### config.mk
export PLATFORM = sky130hd
export DESIGN_NAME = section_address_translator_flat
export DESIGN_NICKNAME = d
export VERILOG_FILES = /design/src/design/sat_pkg.sv /design/src/design/sat_if.sv /design/src/design/section_address_translator.sv /design/src/design/sat_table.sv /design/src/design/sat_match.sv /design/src/design/sat_seq.sv /design/src/flat_wrapper.sv
export SDC_FILE = /design/constraint.sdc
export NUM_CORES = 2
export LEC_CHECK = 0
export ABC_AREA = 1
export BUFFER_PORTS_ARGS = -buffer_cell sky130_fd_sc_hd__buf_2
export CAP_MARGIN = 10
export CORE_MARGIN = 3
export CORE_UTILIZATION = 49
export CTS_CLUSTER_SIZE = 20
export DETAILED_ROUTE_END_ITERATION = 8
export GPL_ROUTABILITY_DRIVEN = 0
export PLACE_DENSITY = 0.66
export SLEW_MARGIN = 20
export SYNTH_ARGS = -nofsm -noshare
export SYNTH_HDL_FRONTEND = slang
export SYNTH_SLANG_ARGS = --single-unit
### constraint.sdc
create_clock -name clk -period 9.05 [get_ports clk]
set_clock_uncertainty 0.2 [all_clocks]
set_input_delay 0.4525 -clock clk [delete_from_list [all_inputs] [get_ports clk]]
set_output_delay 0.4525 -clock clk [all_outputs]
set_load 0.02 [all_outputs]
### src/design/sat_pkg.sv
// shared types and constants of the section address translator
`default_nettype none

package sat_pkg;

	typedef enum logic [1:0] {
		CMD_LOAD = 2'd0,
		CMD_V2R  = 2'd1,
		CMD_R2V  = 2'd2,
		CMD_NOP  = 2'd3
	} cmd_t;

	localparam logic [1:0] CFG_IMAGE_SIZE    = 2'd0;
	localparam logic [1:0] CFG_FILE_SIZE     = 2'd1;
	localparam logic [1:0] CFG_SECTION_COUNT = 2'd2;

	typedef enum logic [1:0] {
		ST_IDLE,
		ST_SCAN,
		ST_FIN
	} sat_state_t;

	typedef struct packed {
		logic [31:0] virt_start;
		logic [31:0] virt_length;
		logic [31:0] raw_start;
		logic [31:0] raw_length;
	} sec_entry_t;

	typedef struct packed {
		logic       en;
		logic [3:0] index;
		sec_entry_t entry;
	} sat_wr_t;

	typedef struct packed {
		logic [31:0] value;
		logic        dir;    // 1: offset to virtual
	} sat_query_t;

	typedef struct packed {
		logic        hit;
		logic [31:0] value;
	} sat_match_t;

endpackage

`default_nettype wire

### src/design/sat_if.sv
// item channels of the section address translator
`default_nettype none

interface sat_in_if;
	logic        valid;
	logic        ready;
	logic [1:0]  command;
	logic [3:0]  entry_index;
	logic [31:0] virt_start;
	logic [31:0] virt_length;
	logic [31:0] raw_start;
	logic [31:0] raw_length;
	logic [31:0] query_value;

	modport source (output valid, command, entry_index, virt_start, virt_length, raw_start,
		raw_length, query_value, input ready);
	modport sink (input valid, command, entry_index, virt_start, virt_length, raw_start,
		raw_length, query_value, output ready);
endinterface

interface sat_out_if;
	logic        valid;
	logic        ready;
	logic [31:0] translated;
	logic        hit;

	modport source (output valid, translated, hit, input ready);
	modport sink (input valid, translated, hit, output ready);
endinterface

`default_nettype wire

### src/design/section_address_translator.sv
// top level of the section address translator
//
//  channel   dir   handshake      payload
//  in_ch     in    valid/ready    command, entry_index, virt_start, virt_length,
//                                 raw_start, raw_length, query_value
//  out_ch    out   valid/ready    translated, hit
//  cfg       in    cfg_we         cfg_index, cfg_data (image_size, file_size, section_count)
//
// a load, an unused command, a query over the limit or a query with no entry to scan goes
//   straight to the result register without a scan; a scanning query reads up to n section
//   entries, n = min(section_count[4:0], MAX_SECTIONS), one section entry per cycle through
//   the single table read port and the shared match unit
// one item at a time: in_ch.ready is high only while the sequencer is idle
// the result register lets a new item in while the last result waits on out_ch
// reset clears control and config; the section table is not cleared
`default_nettype none

module section_address_translator
	import sat_pkg::*;
#(
	parameter int MAX_SECTIONS = 16
) (
	input  wire logic        clk,
	input  wire logic        arst_n,
	input  wire logic        cfg_we,
	input  wire logic [1:0]  cfg_index,
	input  wire logic [31:0] cfg_data,
	sat_in_if.sink           in_ch,
	sat_out_if.source        out_ch
);

	localparam int IDX_W = (MAX_SECTIONS > 1) ? $clog2(MAX_SECTIONS) : 1;

	// load requests into the table
	sat_wr_t          wr;
	// scan read address and the registered entry that the table returns for it
	logic [IDX_W-1:0] rd_addr;
	sec_entry_t       rd_data;
	// held query and the compare/rebase answer for the current entry
	sat_query_t       q;
	sat_match_t       m;

	sat_seq #(
		.MAX_SECTIONS(MAX_SECTIONS)
	) u_seq (
		.clk      (clk),
		.arst_n   (arst_n),
		.cfg_we   (cfg_we),
		.cfg_index(cfg_index),
		.cfg_data (cfg_data),
		.in_ch    (in_ch),
		.out_ch   (out_ch),
		.wr       (wr),
		.rd_addr  (rd_addr),
		.q        (q),
		.m        (m)
	);

	sat_table #(
		.MAX_SECTIONS(MAX_SECTIONS)
	) u_table (
		.clk    (clk),
		.wr     (wr),
		.rd_addr(rd_addr),
		.rd_data(rd_data)
	);

	// first matching section wins: the sequencer stops at the first hit
	sat_match u_match (
		.q(q),
		.e(rd_data),
		.m(m)
	);

endmodule

`default_nettype wire

### src/design/sat_table.sv
// section table memory, one write port and one registered read port
`default_nettype none

module sat_table
	import sat_pkg::*;
#(
	parameter int MAX_SECTIONS = 16,
	localparam int IDX_W = (MAX_SECTIONS > 1) ? $clog2(MAX_SECTIONS) : 1
) (
	input  wire logic                 clk,
	input  wire sat_wr_t              wr,
	input  wire logic [IDX_W-1:0]     rd_addr,
	output sec_entry_t                rd_data
);

	sec_entry_t mem [MAX_SECTIONS];
	sec_entry_t rd_q;

	always_ff @(posedge clk) begin
		if (wr.en && (32'(wr.index) < 32'(MAX_SECTIONS))) begin
			mem[IDX_W'(wr.index)] <= wr.entry;
		end
		rd_q <= mem[rd_addr];
	end

	assign rd_data = rd_q;

endmodule

`default_nettype wire

### src/design/sat_match.sv
// shared range check and rebase unit
`default_nettype none

module sat_match
	import sat_pkg::*;
(
	input  wire sat_query_t q,
	input  wire sec_entry_t e,
	output sat_match_t      m
);

	logic [31:0] src_start;
	logic [31:0] src_len;
	logic [31:0] dst_start;
	logic [31:0] src_end;

	always_comb begin
		src_start = q.dir ? e.raw_start   : e.virt_start;
		src_len   = q.dir ? e.raw_length  : e.virt_length;
		dst_start = q.dir ? e.virt_start  : e.raw_start;
		src_end   = src_start + src_len;    // wraps mod 2^32
		m.hit     = (q.value >= src_start) && (q.value < src_end);
		m.value   = q.value - src_start + dst_start;
	end

endmodule

`default_nettype wire

### src/design/sat_seq.sv
// sequencer: config registers, scan control and result register
`default_nettype none

module sat_seq
	import sat_pkg::*;
#(
	parameter int MAX_SECTIONS = 16,
	localparam int IDX_W = (MAX_SECTIONS > 1) ? $clog2(MAX_SECTIONS) : 1
) (
	input  wire logic             clk,
	input  wire logic             arst_n,
	input  wire logic             cfg_we,
	input  wire logic [1:0]       cfg_index,
	input  wire logic [31:0]      cfg_data,
	sat_in_if.sink                in_ch,
	sat_out_if.source             out_ch,
	output sat_wr_t               wr,
	output logic [IDX_W-1:0]      rd_addr,
	output sat_query_t            q,
	input  wire sat_match_t       m
);

	localparam int CNT_W = $clog2(MAX_SECTIONS + 1);

	sat_state_t       state_q, state_d;
	logic [31:0]      img_q, fsz_q;
	logic [4:0]       cnt_q;
	logic [CNT_W-1:0] idx_q, n_q, idx_nxt, scan_n;
	logic             pend_q, last_q;
	logic [31:0]      v_q, res_q, out_val_q;
	logic             dir_q, hit_q, out_hit_q, out_valid_q;
	logic             acc, start_scan, issue, done, match_ok, out_load, in_rdy;

	// most entries that a scan reads
	assign scan_n  = (32'(cnt_q) > 32'(MAX_SECTIONS)) ? CNT_W'(MAX_SECTIONS) : CNT_W'(cnt_q);
	assign idx_nxt = idx_q + CNT_W'(1);

	assign acc        = in_ch.valid && in_rdy;
	assign start_scan = (scan_n != '0) &&
		(((in_ch.command == CMD_V2R) && (in_ch.query_value <= img_q)) ||
		 ((in_ch.command == CMD_R2V) && (in_ch.query_value <= fsz_q)));
	assign match_ok   = pend_q && m.hit;

	// next state
	always_comb begin
		state_d = state_q;
		case (state_q)
			ST_IDLE: if (acc) begin
				state_d = start_scan ? ST_SCAN : ST_FIN;
			end
			ST_SCAN: if (done) begin
				state_d = ST_FIN;
			end
			ST_FIN: if (out_load) begin
				state_d = ST_IDLE;
			end
			default: state_d = ST_IDLE;
		endcase
	end

	// state outputs
	always_comb begin
		in_rdy   = 1'b0;
		issue    = 1'b0;
		done     = 1'b0;
		out_load = 1'b0;
		case (state_q)
			ST_IDLE: in_rdy = 1'b1;
			ST_SCAN: begin
				issue = idx_q < n_q;
				done  = match_ok || (pend_q && last_q);
			end
			ST_FIN: out_load = !out_valid_q || out_ch.ready;
			default: ;
		endcase
	end

	always_ff @(posedge clk or negedge arst_n) begin
		if (!arst_n) begin
			state_q     <= ST_IDLE;
			img_q       <= '0;
			fsz_q       <= '0;
			cnt_q       <= '0;
			idx_q       <= '0;
			n_q         <= '0;
			pend_q      <= 1'b0;
			last_q      <= 1'b0;
			out_valid_q <= 1'b0;
		end else begin
			state_q <= state_d;
			if (cfg_we) begin
				case (cfg_index)
					CFG_IMAGE_SIZE:    img_q <= cfg_data;
					CFG_FILE_SIZE:     fsz_q <= cfg_data;
					CFG_SECTION_COUNT: cnt_q <= cfg_data[4:0];
					default: ;
				endcase
			end
			if (acc) begin
				idx_q  <= '0;
				n_q    <= scan_n;
				pend_q <= 1'b0;
				last_q <= 1'b0;
			end else begin
				pend_q <= issue;
				if (issue) begin
					idx_q  <= idx_nxt;
					last_q <= idx_nxt == n_q;
				end
			end
			if (out_load) begin
				out_valid_q <= 1'b1;
			end else if (out_ch.ready) begin
				out_valid_q <= 1'b0;
			end
		end
	end

	// payload registers
	always_ff @(posedge clk) begin
		if (acc) begin
			v_q   <= in_ch.query_value;
			dir_q <= in_ch.command == CMD_R2V;
			res_q <= '0;
			hit_q <= 1'b0;
		end else if (done) begin
			res_q <= match_ok ? m.value : '0;
			hit_q <= match_ok;
		end
		if (out_load) begin
			out_val_q <= res_q;
			out_hit_q <= hit_q;
		end
	end

	assign in_ch.ready       = in_rdy;
	assign out_ch.valid      = out_valid_q;
	assign out_ch.translated = out_val_q;
	assign out_ch.hit        = out_hit_q;

	assign wr.en                = acc && (in_ch.command == CMD_LOAD);
	assign wr.index             = in_ch.entry_index;
	assign wr.entry.virt_start  = in_ch.virt_start;
	assign wr.entry.virt_length = in_ch.virt_length;
	assign wr.entry.raw_start   = in_ch.raw_start;
	assign wr.entry.raw_length  = in_ch.raw_length;

	assign rd_addr = idx_q[IDX_W-1:0];
	assign q.value = v_q;
	assign q.dir   = dir_q;

	a_idx_bound: assert property (@(posedge clk) disable iff (!arst_n)
		idx_q <= n_q)
		else $error("scan index past section count");

	a_pend_after_issue: assert property (@(posedge clk) disable iff (!arst_n)
		(state_q == ST_SCAN && pend_q) |-> idx_q != '0)
		else $error("entry pending without an issued read");

	a_scan_exit: assert property (@(posedge clk) disable iff (!arst_n)
		state_q == ST_SCAN |=> state_q != ST_IDLE)
		else $error("scan left without a result");

	a_miss_zero: assert property (@(posedge clk) disable iff (!arst_n)
		(state_q == ST_FIN && !hit_q) |-> res_q == '0)
		else $error("miss with nonzero result");

endmodule

`default_nettype wire
### src/flat_wrapper.sv
// flat-port wrapper written by rule: the top's interface ports become plain ports
module section_address_translator_flat import sat_pkg::*;
#(
	parameter int MAX_SECTIONS = 16
)
  (clk, arst_n, cfg_we, cfg_index, cfg_data, in_ch_valid, in_ch_command, in_ch_entry_index, in_ch_virt_start, in_ch_virt_length, in_ch_raw_start, in_ch_raw_length, in_ch_query_value, in_ch_ready, out_ch_valid, out_ch_translated, out_ch_hit, out_ch_ready);
  sat_in_if in_ch_i ();
  sat_out_if out_ch_i ();
  input  wire logic clk;
  input  wire logic arst_n;
  input  wire logic cfg_we;
  input  wire logic [1:0] cfg_index;
  input  wire logic [31:0] cfg_data;
  input wire logic [$bits(in_ch_i.valid)-1:0] in_ch_valid;
  input wire logic [$bits(in_ch_i.command)-1:0] in_ch_command;
  input wire logic [$bits(in_ch_i.entry_index)-1:0] in_ch_entry_index;
  input wire logic [$bits(in_ch_i.virt_start)-1:0] in_ch_virt_start;
  input wire logic [$bits(in_ch_i.virt_length)-1:0] in_ch_virt_length;
  input wire logic [$bits(in_ch_i.raw_start)-1:0] in_ch_raw_start;
  input wire logic [$bits(in_ch_i.raw_length)-1:0] in_ch_raw_length;
  input wire logic [$bits(in_ch_i.query_value)-1:0] in_ch_query_value;
  output wire logic [$bits(in_ch_i.ready)-1:0] in_ch_ready;
  output wire logic [$bits(out_ch_i.valid)-1:0] out_ch_valid;
  output wire logic [$bits(out_ch_i.translated)-1:0] out_ch_translated;
  output wire logic [$bits(out_ch_i.hit)-1:0] out_ch_hit;
  input wire logic [$bits(out_ch_i.ready)-1:0] out_ch_ready;
  assign in_ch_i.valid = in_ch_valid;
  assign in_ch_i.command = in_ch_command;
  assign in_ch_i.entry_index = in_ch_entry_index;
  assign in_ch_i.virt_start = in_ch_virt_start;
  assign in_ch_i.virt_length = in_ch_virt_length;
  assign in_ch_i.raw_start = in_ch_raw_start;
  assign in_ch_i.raw_length = in_ch_raw_length;
  assign in_ch_i.query_value = in_ch_query_value;
  assign in_ch_ready = in_ch_i.ready;
  assign out_ch_valid = out_ch_i.valid;
  assign out_ch_translated = out_ch_i.translated;
  assign out_ch_hit = out_ch_i.hit;
  assign out_ch_i.ready = out_ch_ready;
  section_address_translator #(.MAX_SECTIONS(MAX_SECTIONS)) u_core (.clk(clk), .arst_n(arst_n), .cfg_we(cfg_we), .cfg_index(cfg_index), .cfg_data(cfg_data), .in_ch(in_ch_i), .out_ch(out_ch_i));
endmodule
Yosys cells after proc, flatten, opt, wreduce, memory -nomap -nowiden
Memories as Yosys holds them, arrays and structs flattened. A register that Yosys moved wholly into a read port is not among the register bits.
Cells that the tools add are included.

cells by class
  divide/modulo/power cells = 0
  multiply operators = 0
  eq/ne operators = 10
  multiplexer cells = 23
  order comparisons = 6
  bitwise gates (word level) = 0
  shift-type cells = 0
  reduce and logical (&&, ||, !) cells = 22
  add/sub/neg operators = 4

operators by type and width
  cell                                                                    count
  32-bit two-way mux                                                      4
  32-bit adder                                                            2
  32-bit less-or-equal comparator                                         2
  32-bit >= comparator                                                    1
  32-bit less-than comparator                                             1
  32-bit subtractor                                                       1
  5-bit two-way mux                                                       3
  1-bit two-way mux                                                       11
  1-bit logical AND                                                       8
  2-bit two-way mux                                                       4
  2-bit by 1-bit equality test with 1-bit output (second input constant)  3
  2-bit equality test (second input constant)                             3
  2-bit zero test                                                         3
  2-bit != test (second input constant)                                   3
  2-bit case mux with 3 select lines                                      1
  2-bit AND reduction                                                     3
  5-bit by 1-bit adder with 5-bit output (second input constant)          1
  5-bit equality test                                                     1
  5-bit > comparator (second input constant)                              1
  5-bit less-than comparator                                              1
  5-bit nonzero test                                                      1
  2-bit nonzero test                                                      2
  1-bit logical OR                                                        3
  3-bit AND reduction                                                     1
  1-bit zero test                                                         1

storage, ports and cells
  bits in writable memories = 2048
  bits of input ports = 205
  memories kept = 1
  bits in latches = 0
  output and inout port bits = 35
  memory bits (read-only) = 0
  bits in registers = 183
  word-level logic and storage cells = 81

memory list
  name                words  width  read ports  clocked after memory_dff  write ports  line             source
  u_core.u_table.mem  16     128    1           1                         1            sat_table.sv:16  sec_entry_t mem [MAX_SECTIONS];

Longest topological paths before layout
  depth in word-level cells = 9
  mapped depth = 32

Hierarchy
A second synthesis with hierarchy kept.

unflattened totals
  cell total of the unflattened synthesis = 10123
  area, all modules = 104566.5 µm²

by module, submodules not included
  module     area each (µm²)  instances  cells an instance
  sat_table  87452.6          1          7776
  sat_seq    9362.7           1          997
  sat_match  7751.2           1          1350

Least setup slack after synthesis
No wires, ideal clock.

  kind = register to register
  from = register u_core.u_seq.state_q[1]
  to = memory u_core.u_table.mem[10][0] in the netlist's numbering (enable)
  clock period less this slack = 7.594 ns
  path slack = 1.456 ns
  data required time = 8.233 ns
  setup time = 0.617 ns
  cell stages (with the launch flop) = 6
  data arrival time = 6.776 ns
  path through = dfrtp_1 nor2_1 nand2_1 nor3_1 nand3_1 nor2_1

on the way
  word-level cells in the longest chain between the ends = 6

ends and longest elaborated chain
  element                                  line                source
  start, declared                          sat_seq.sv:25       sat_state_t state_q, state_d;
  start signal, assigned                   sat_seq.sv:90       state_q <= state_d;
  2-bit zero test                          sat_seq.sv:67       case (state_q)
  1-bit two-way mux                        sat_seq.sv:67
  net in_ch_ready                          flat_wrapper.sv:22  output wire logic [$bits(in_ch_i.ready)-1:0] in_ch_ready;
  1-bit logical AND                        sat_seq.sv:38       assign acc = in_ch.valid && in_rdy;
  1-bit logical AND                        sat_seq.sv:141      assign wr.en = acc && (in_ch.command == CMD_LOAD);
  1-bit two-way mux                        sat_table.sv:20     if (wr.en && (32'(wr.index) < 32'(MAX_SECTIONS))) begin
  1-bit two-way mux (implied by the code)  sat_table.sv:21     mem[IDX_W'(wr.index)] <= wr.entry;
  end, declared                            sat_table.sv:16

The timed path passes the listed nets, and every way through them passes these cells.

Final worst setup path
  from = register u_core.u_seq.dir_q
  to = register u_core.u_seq.state_q[0]

on the way
  word-level cells in the longest chain between the ends = 9

ends and longest elaborated chain
  element                                       line                              source
  start, declared                               sat_seq.sv:31                     logic dir_q, hit_q, out_hit_q, out_valid_q;
  start signal, assigned                        sat_seq.sv:123                    dir_q <= in_ch.command == CMD_R2V;
  32-bit two-way mux, on equally long branches  sat_match.sv:18, sat_match.sv:19
  32-bit adder                                  sat_match.sv:21                   src_end = src_start + src_len;
  32-bit less-than comparator                   sat_match.sv:22                   m.hit = (q.value >= src_start) && (q.value < src_end);
  1-bit logical AND *                           sat_match.sv:22
  1-bit logical AND *                           sat_seq.sv:42                     assign match_ok = pend_q && m.hit;
  1-bit logical OR *                            sat_seq.sv:71                     done = match_ok || (pend_q && last_q);
  1-bit two-way mux *                           sat_seq.sv:67
  2-bit != test (no line) *                     --
  3-bit AND reduction (no line) *               --

Mark *: on every way between the ends. The rest lies on a longest branch, timed or not.
A chain may end at the register's enable or synchronous reset.

==> metrics.txt <==
# TYPE chip_impl_metric gauge
chip_impl_metric{name="grt_util_all_layers",unit="%"} 27.1
chip_impl_info{name="r2r_end",value="u_core.u_seq.state_q[0]"} 1
chip_impl_info{name="worst_hold_startpoint",value="out_ch_ready"} 1
chip_impl_metric{name="area.growth.synth_to_final",unit="%"} 14.0
chip_impl_metric{name="num_vias",unit=""} 63725
chip_impl_metric{name="synthesis.nets",unit=""} 7819
chip_impl_metric{name="avgViaCountPerCell",unit=""} 6.09
chip_impl_metric{name="vdd_drop_max",unit="mV"} 0.205
chip_impl_info{name="globalRoute.busiestLayer",value="met2"} 1
chip_impl_metric{name="final-max-slew-violation-count",unit=""} 0
chip_impl_metric{name="crit_path_max_fo",unit=""} 63
chip_impl_metric{name="synth-async-reset-ratio",unit="%"} 3.56
chip_impl_metric{name="cp.buffers_inverters",unit=""} 3
chip_impl_metric{name="dp_hpwl",unit="mm"} 148
chip_impl_metric{name="synthCells",unit=""} 7386
chip_impl_info{name="critPathLaunchType",value="flop"} 1
chip_impl_metric{name="power_density_normalized_to_cell_area",unit="nW/um^2"} 302
chip_impl_metric{name="grt_pass1_vias",unit=""} 60682
chip_impl_metric{name="footprint_of_the_flip_flops_and_latches",unit="sq um"} 68800
chip_impl_metric{name="min_period_over_period",unit="%"} 66.3
chip_impl_metric{name="final_report_hold_violation_count",unit=""} 0
chip_impl_metric{name="h-tree-depth",unit=""} 4
chip_impl_metric{name="final_nets",unit=""} 8147
chip_impl_metric{name="synth-edff-count",unit=""} 2114
chip_impl_metric{name="critPathRequiredTime",unit="ps"} 9610
chip_impl_metric{name="synth_sequential_area_ratio",unit="%"} 72.2
chip_impl_metric{name="layout-drive-gt1-share",unit="%"} 9.37
chip_impl_metric{name="initial_utilization",unit="%"} 49.4
chip_impl_metric{name="max_clock_freq",unit="MHz"} 167
chip_impl_info{name="crit_path_end_kind",value="flop"} 1
chip_impl_metric{name="timing.critical_path.slowest_cell_delay",unit="ps"} 560
chip_impl_metric{name="drc",unit=""} 0
chip_impl_metric{name="finalSetupViolations",unit=""} 0
chip_impl_metric{name="min_period",unit="ps"} 6000
chip_impl_metric{name="use_met1",unit="%"} 38.3
chip_impl_metric{name="ff2ff_path_depth",unit=""} 26
chip_impl_metric{name="worst_pin_slew",unit="ps"} 1290
chip_impl_metric{name="worst_skew_late_latency",unit="ps"} 870
chip_impl_info{name="cts.root.buffer_cell",value="clkbuf_16"} 1
chip_impl_metric{name="num-fill-cells",unit=""} 15262
chip_impl_metric{name="synth.yosys.warnings",unit=""} 0
chip_impl_info{name="cp_common_cell",value="nand2_1"} 1
chip_impl_info{name="grt_setup_unrepaired",value="false"} 1
chip_impl_metric{name="die_w",unit="um"} 447
chip_impl_metric{name="numCtsBuffers",unit=""} 228
chip_impl_metric{name="total_leakage_power",unit="uW"} 0.0380
chip_impl_metric{name="clk_pin_slew",unit="ps"} 70
chip_impl_metric{name="layout_setup_ws",unit="ps"} 3050
chip_impl_info{name="worstHoldEndpoint",value="u_core.u_seq.out_ch.valid"} 1
chip_impl_metric{name="yosys_register_bits",unit=""} 2359
chip_impl_metric{name="max-cap-violations",unit=""} 0
chip_impl_info{name="crit_type",value="flop to flop"} 1
chip_impl_info{name="hp-class",value="primary input to flop"} 1
chip_impl_metric{name="grt_antenna_before_repair",unit=""} 39
chip_impl_metric{name="core",unit="sq um"} 193000
chip_impl_metric{name="multi_input_area",unit="sq um"} 23500
chip_impl_metric{name="placementRows",unit=""} 161
chip_impl_metric{name="critPathArrivalTime",unit="ps"} 6550
chip_impl_metric{name="floorplan.die_area",unit="sq um"} 200000
chip_impl_metric{name="grt.met3_usage",unit="%"} 5.07
chip_impl_metric{name="worst-r2r-setup-slack",unit="ps"} 3050
chip_impl_metric{name="postPlaceCellArea",unit="sq um"} 99000
chip_impl_metric{name="synth.avg_cell_area",unit="sq um"} 12.9
chip_impl_info{name="timing.critical_path.max_delay_family",value="simple AND/OR/NAND/NOR gates"} 1
chip_impl_metric{name="whs_path_depth",unit=""} 3
chip_impl_metric{name="grt.overflow.total",unit=""} 0
chip_impl_info{name="crit_slowest_cell",value="o21ai_0"} 1
chip_impl_metric{name="pin_count_of_the_biggest_net_entering_global_routing",unit=""} 166
chip_impl_metric{name="postRouteWirelength",unit="mm"} 277
chip_impl_metric{name="timing.slew.headroom",unit="%"} 13.7
chip_impl_info{name="cts_tree",value="built"} 1
chip_impl_metric{name="cts-root-to-sink-buffers",unit=""} 3
chip_impl_metric{name="postLayoutCoreUtil",unit="%"} 56.3
chip_impl_info{name="synth_top_flop_cell",value="edfxtp_1"} 1
chip_impl_metric{name="placement.setup.worst_slack",unit="ps"} 3180
chip_impl_metric{name="ant_nets",unit=""} 0
chip_impl_metric{name="global_route.usage.met2",unit="%"} 41.8
chip_impl_metric{name="fin_area",unit="sq um"} 109000
chip_impl_metric{name="syn-cell-area",unit="sq um"} 95300
chip_impl_metric{name="port_buffers",unit=""} 239
chip_impl_metric{name="drtPass1Iterations",unit=""} 6
chip_impl_metric{name="wire_length_of_the_first_global_routing_pass",unit="mm"} 403
chip_impl_metric{name="number_of_distinct_standard_cells_referenced_by_the_synthesized_netlist",unit=""} 49
chip_impl_metric{name="timing.setup.tns",unit="ps"} 0
chip_impl_info{name="run_status",value="finished clean"} 1
chip_impl_metric{name="number_of_placed_i_o_pins",unit=""} 240
chip_impl_metric{name="numClockSinks",unit=""} 2359
chip_impl_metric{name="avgRoutedWirePerCell",unit="um"} 26.5
chip_impl_info{name="regToRegStartpoint",value="u_core.u_seq.dir_q"} 1
chip_impl_metric{name="drt-initial-drc-count",unit=""} 7983
chip_impl_metric{name="die_outline_height",unit="um"} 447
[where the power goes]
group          switching [uW]  total [uW]  internal [uW]
logic                    6820       10200           3390
registers                 623       13000          12400
clock network            4040        9560           5520
[how the worst max path moves through the flow]
stage,from,endpoint,slack [ps],depth (start not counted)
2_1_floorplan,u_core.u_seq.state_q[1],u_core.u_table.mem[10][0],1460,5
3_3_place_gp,u_core.u_seq.dir_q,u_core.u_seq.state_q[0],3440,26
5_1_grt,u_core.u_seq.dir_q,u_core.u_seq.state_q[0],2650,26
6_report,u_core.u_seq.dir_q,u_core.u_seq.state_q[0],3050,26
3_5_place_dp,u_core.u_seq.dir_q,u_core.u_seq.state_q[0],3180,26
4_1_cts,u_core.u_seq.dir_q,u_core.u_seq.state_q[0],3160,26
[cells in the mapped netlist, types with 3 or more instances]
master,n,share of area (%)
a21oi_1,668,3.5
nand3b_1,3,0.024
xor2_1,23,0.21
nand3_1,79,0.41
nor4_1,4,0.026
buf_6,6,0.071
nor2_1,768,3.0
edfxtp_1,2114,67
nand4_1,22,0.14
a21o_1,14,0.11
nor2_2,3,0.020
inv_1,320,1.3
o22ai_1,261,1.7
clkbuf_1,259,1.0
inv_2,3,0.012
nand2_1,716,2.8
o21ai_2,4,0.037
xnor2_1,34,0.31
or2_2,33,0.22
o221ai_1,256,2.4
buf_2,149,0.78
dfxtp_1,161,3.4
o21a_1,12,0.095
o21bai_1,6,0.047
buf_1,7,0.028
ha_1,197,2.6
o21ai_1,134,0.70
o21ai_0,926,4.9
fa_1,31,0.65
mux2i_1,30,0.32
dfrtp_1,84,2.2
buf_4,14,0.11
nor3_1,22,0.12
[registers in the layout (all words and copies together), names as in the netlist, 2 cells and up]
register                        count
u_core.u_table.mem               2048
u_core.u_table.rd_data            128
u_core.u_seq.fsz_q                 32
u_core.u_seq.img_q                 32
u_core.u_seq.out_ch.translated     32
u_core.u_seq.res_q                 32
u_core.u_seq.v_q                   32
u_core.u_seq.cnt_q                  5
u_core.u_seq.idx_q                  5
u_core.u_seq.n_q                    5
u_core.u_seq.state_q                2
[through the flow]
| step | hold WS [ps] | instances | total power, uW |
|---|---|---|---|
| 6_report | 159 | 10458 | 32800 |
| 5_1_grt | 122 | 10444 | 34400 |
| 4_1_cts | 72.9 | 10435 | 32700 |
| 3_5_place_dp | 223 | 9806 | 23100 |
| 3_3_place_gp | 214 | 9805 | 23000 |
| 2_1_floorplan | -43.1 | 7386 | 19700 |
[kinds of logic (layout without fill, tap and decap cells)]
kind of cell | after synthesis | after routing | share of synthesized area [%]
flops | 2359 | 2359 | 72.2
fa+ha+maj | 228 | 228 | 3.24
simple gates | 1659 | 1659 | 6.89
compound gates | 2294 | 2294 | 13.6
buf+inv | 759 | 1283 | 3.29
mux | 30 | 30 | 0.315
other cells | 0 | 22 | 0
xor+xnor | 57 | 57 | 0.524
[cell usage in the layout (no fill, tap or decap), drive strengths merged, types with 31 or more instances in the layout]
cell         count
nand2          720
dfrtp           84
clkbuf         296
dlygate4sd3    202
dfxtp          161
o221ai         256
a21oi          669
nor2           771
o21ai         1064
buf            331
inv            333
fa              31
xnor2           34
ha             197
nand3           81
or2             33
edfxtp        2114
clkinv          91
o22ai          261
[layer usage]
metal  part of all wire [%]  wire [um]  vias up
met5                  0.040        110        -
met1                     41     113000    31776
met3                    9.7      26700      498
li1                       -          -    28050
met4                    3.7      10200       16
met2                     46     127000     3385
[what timing repair did]
action,in CTS,in global routing
resized for setup,0,0
hold buffers,203,0
endpoints found under the hold margin,2266,0
buffers inserted,0,0
[worst register-to-register path, delay by kind of cell (launching register included)]
family | cells | cell delay, ps
XOR/XNOR | 1 | 70
buffers and inverters | 3 | 1100
AO/OA/AOI/OAI | 4 | 1190
AND/OR/NAND/NOR | 15 | 1980
adder cells (fa/ha/maj) | 3 | 1000
flip-flops | 1 | 330
[cell type report]
type	count	share of cell area [%]
tap	2526	2.91
clock buffer	296	5.64
clock inverter	130	1.33
timing repair buffer	533	3.92
antenna	22	0.0507
sequential	2359	63.3
inverter	324	1.15
multi-input combinational	4268	21.7
No activity file was read; power rests on OpenSTA's default activity.
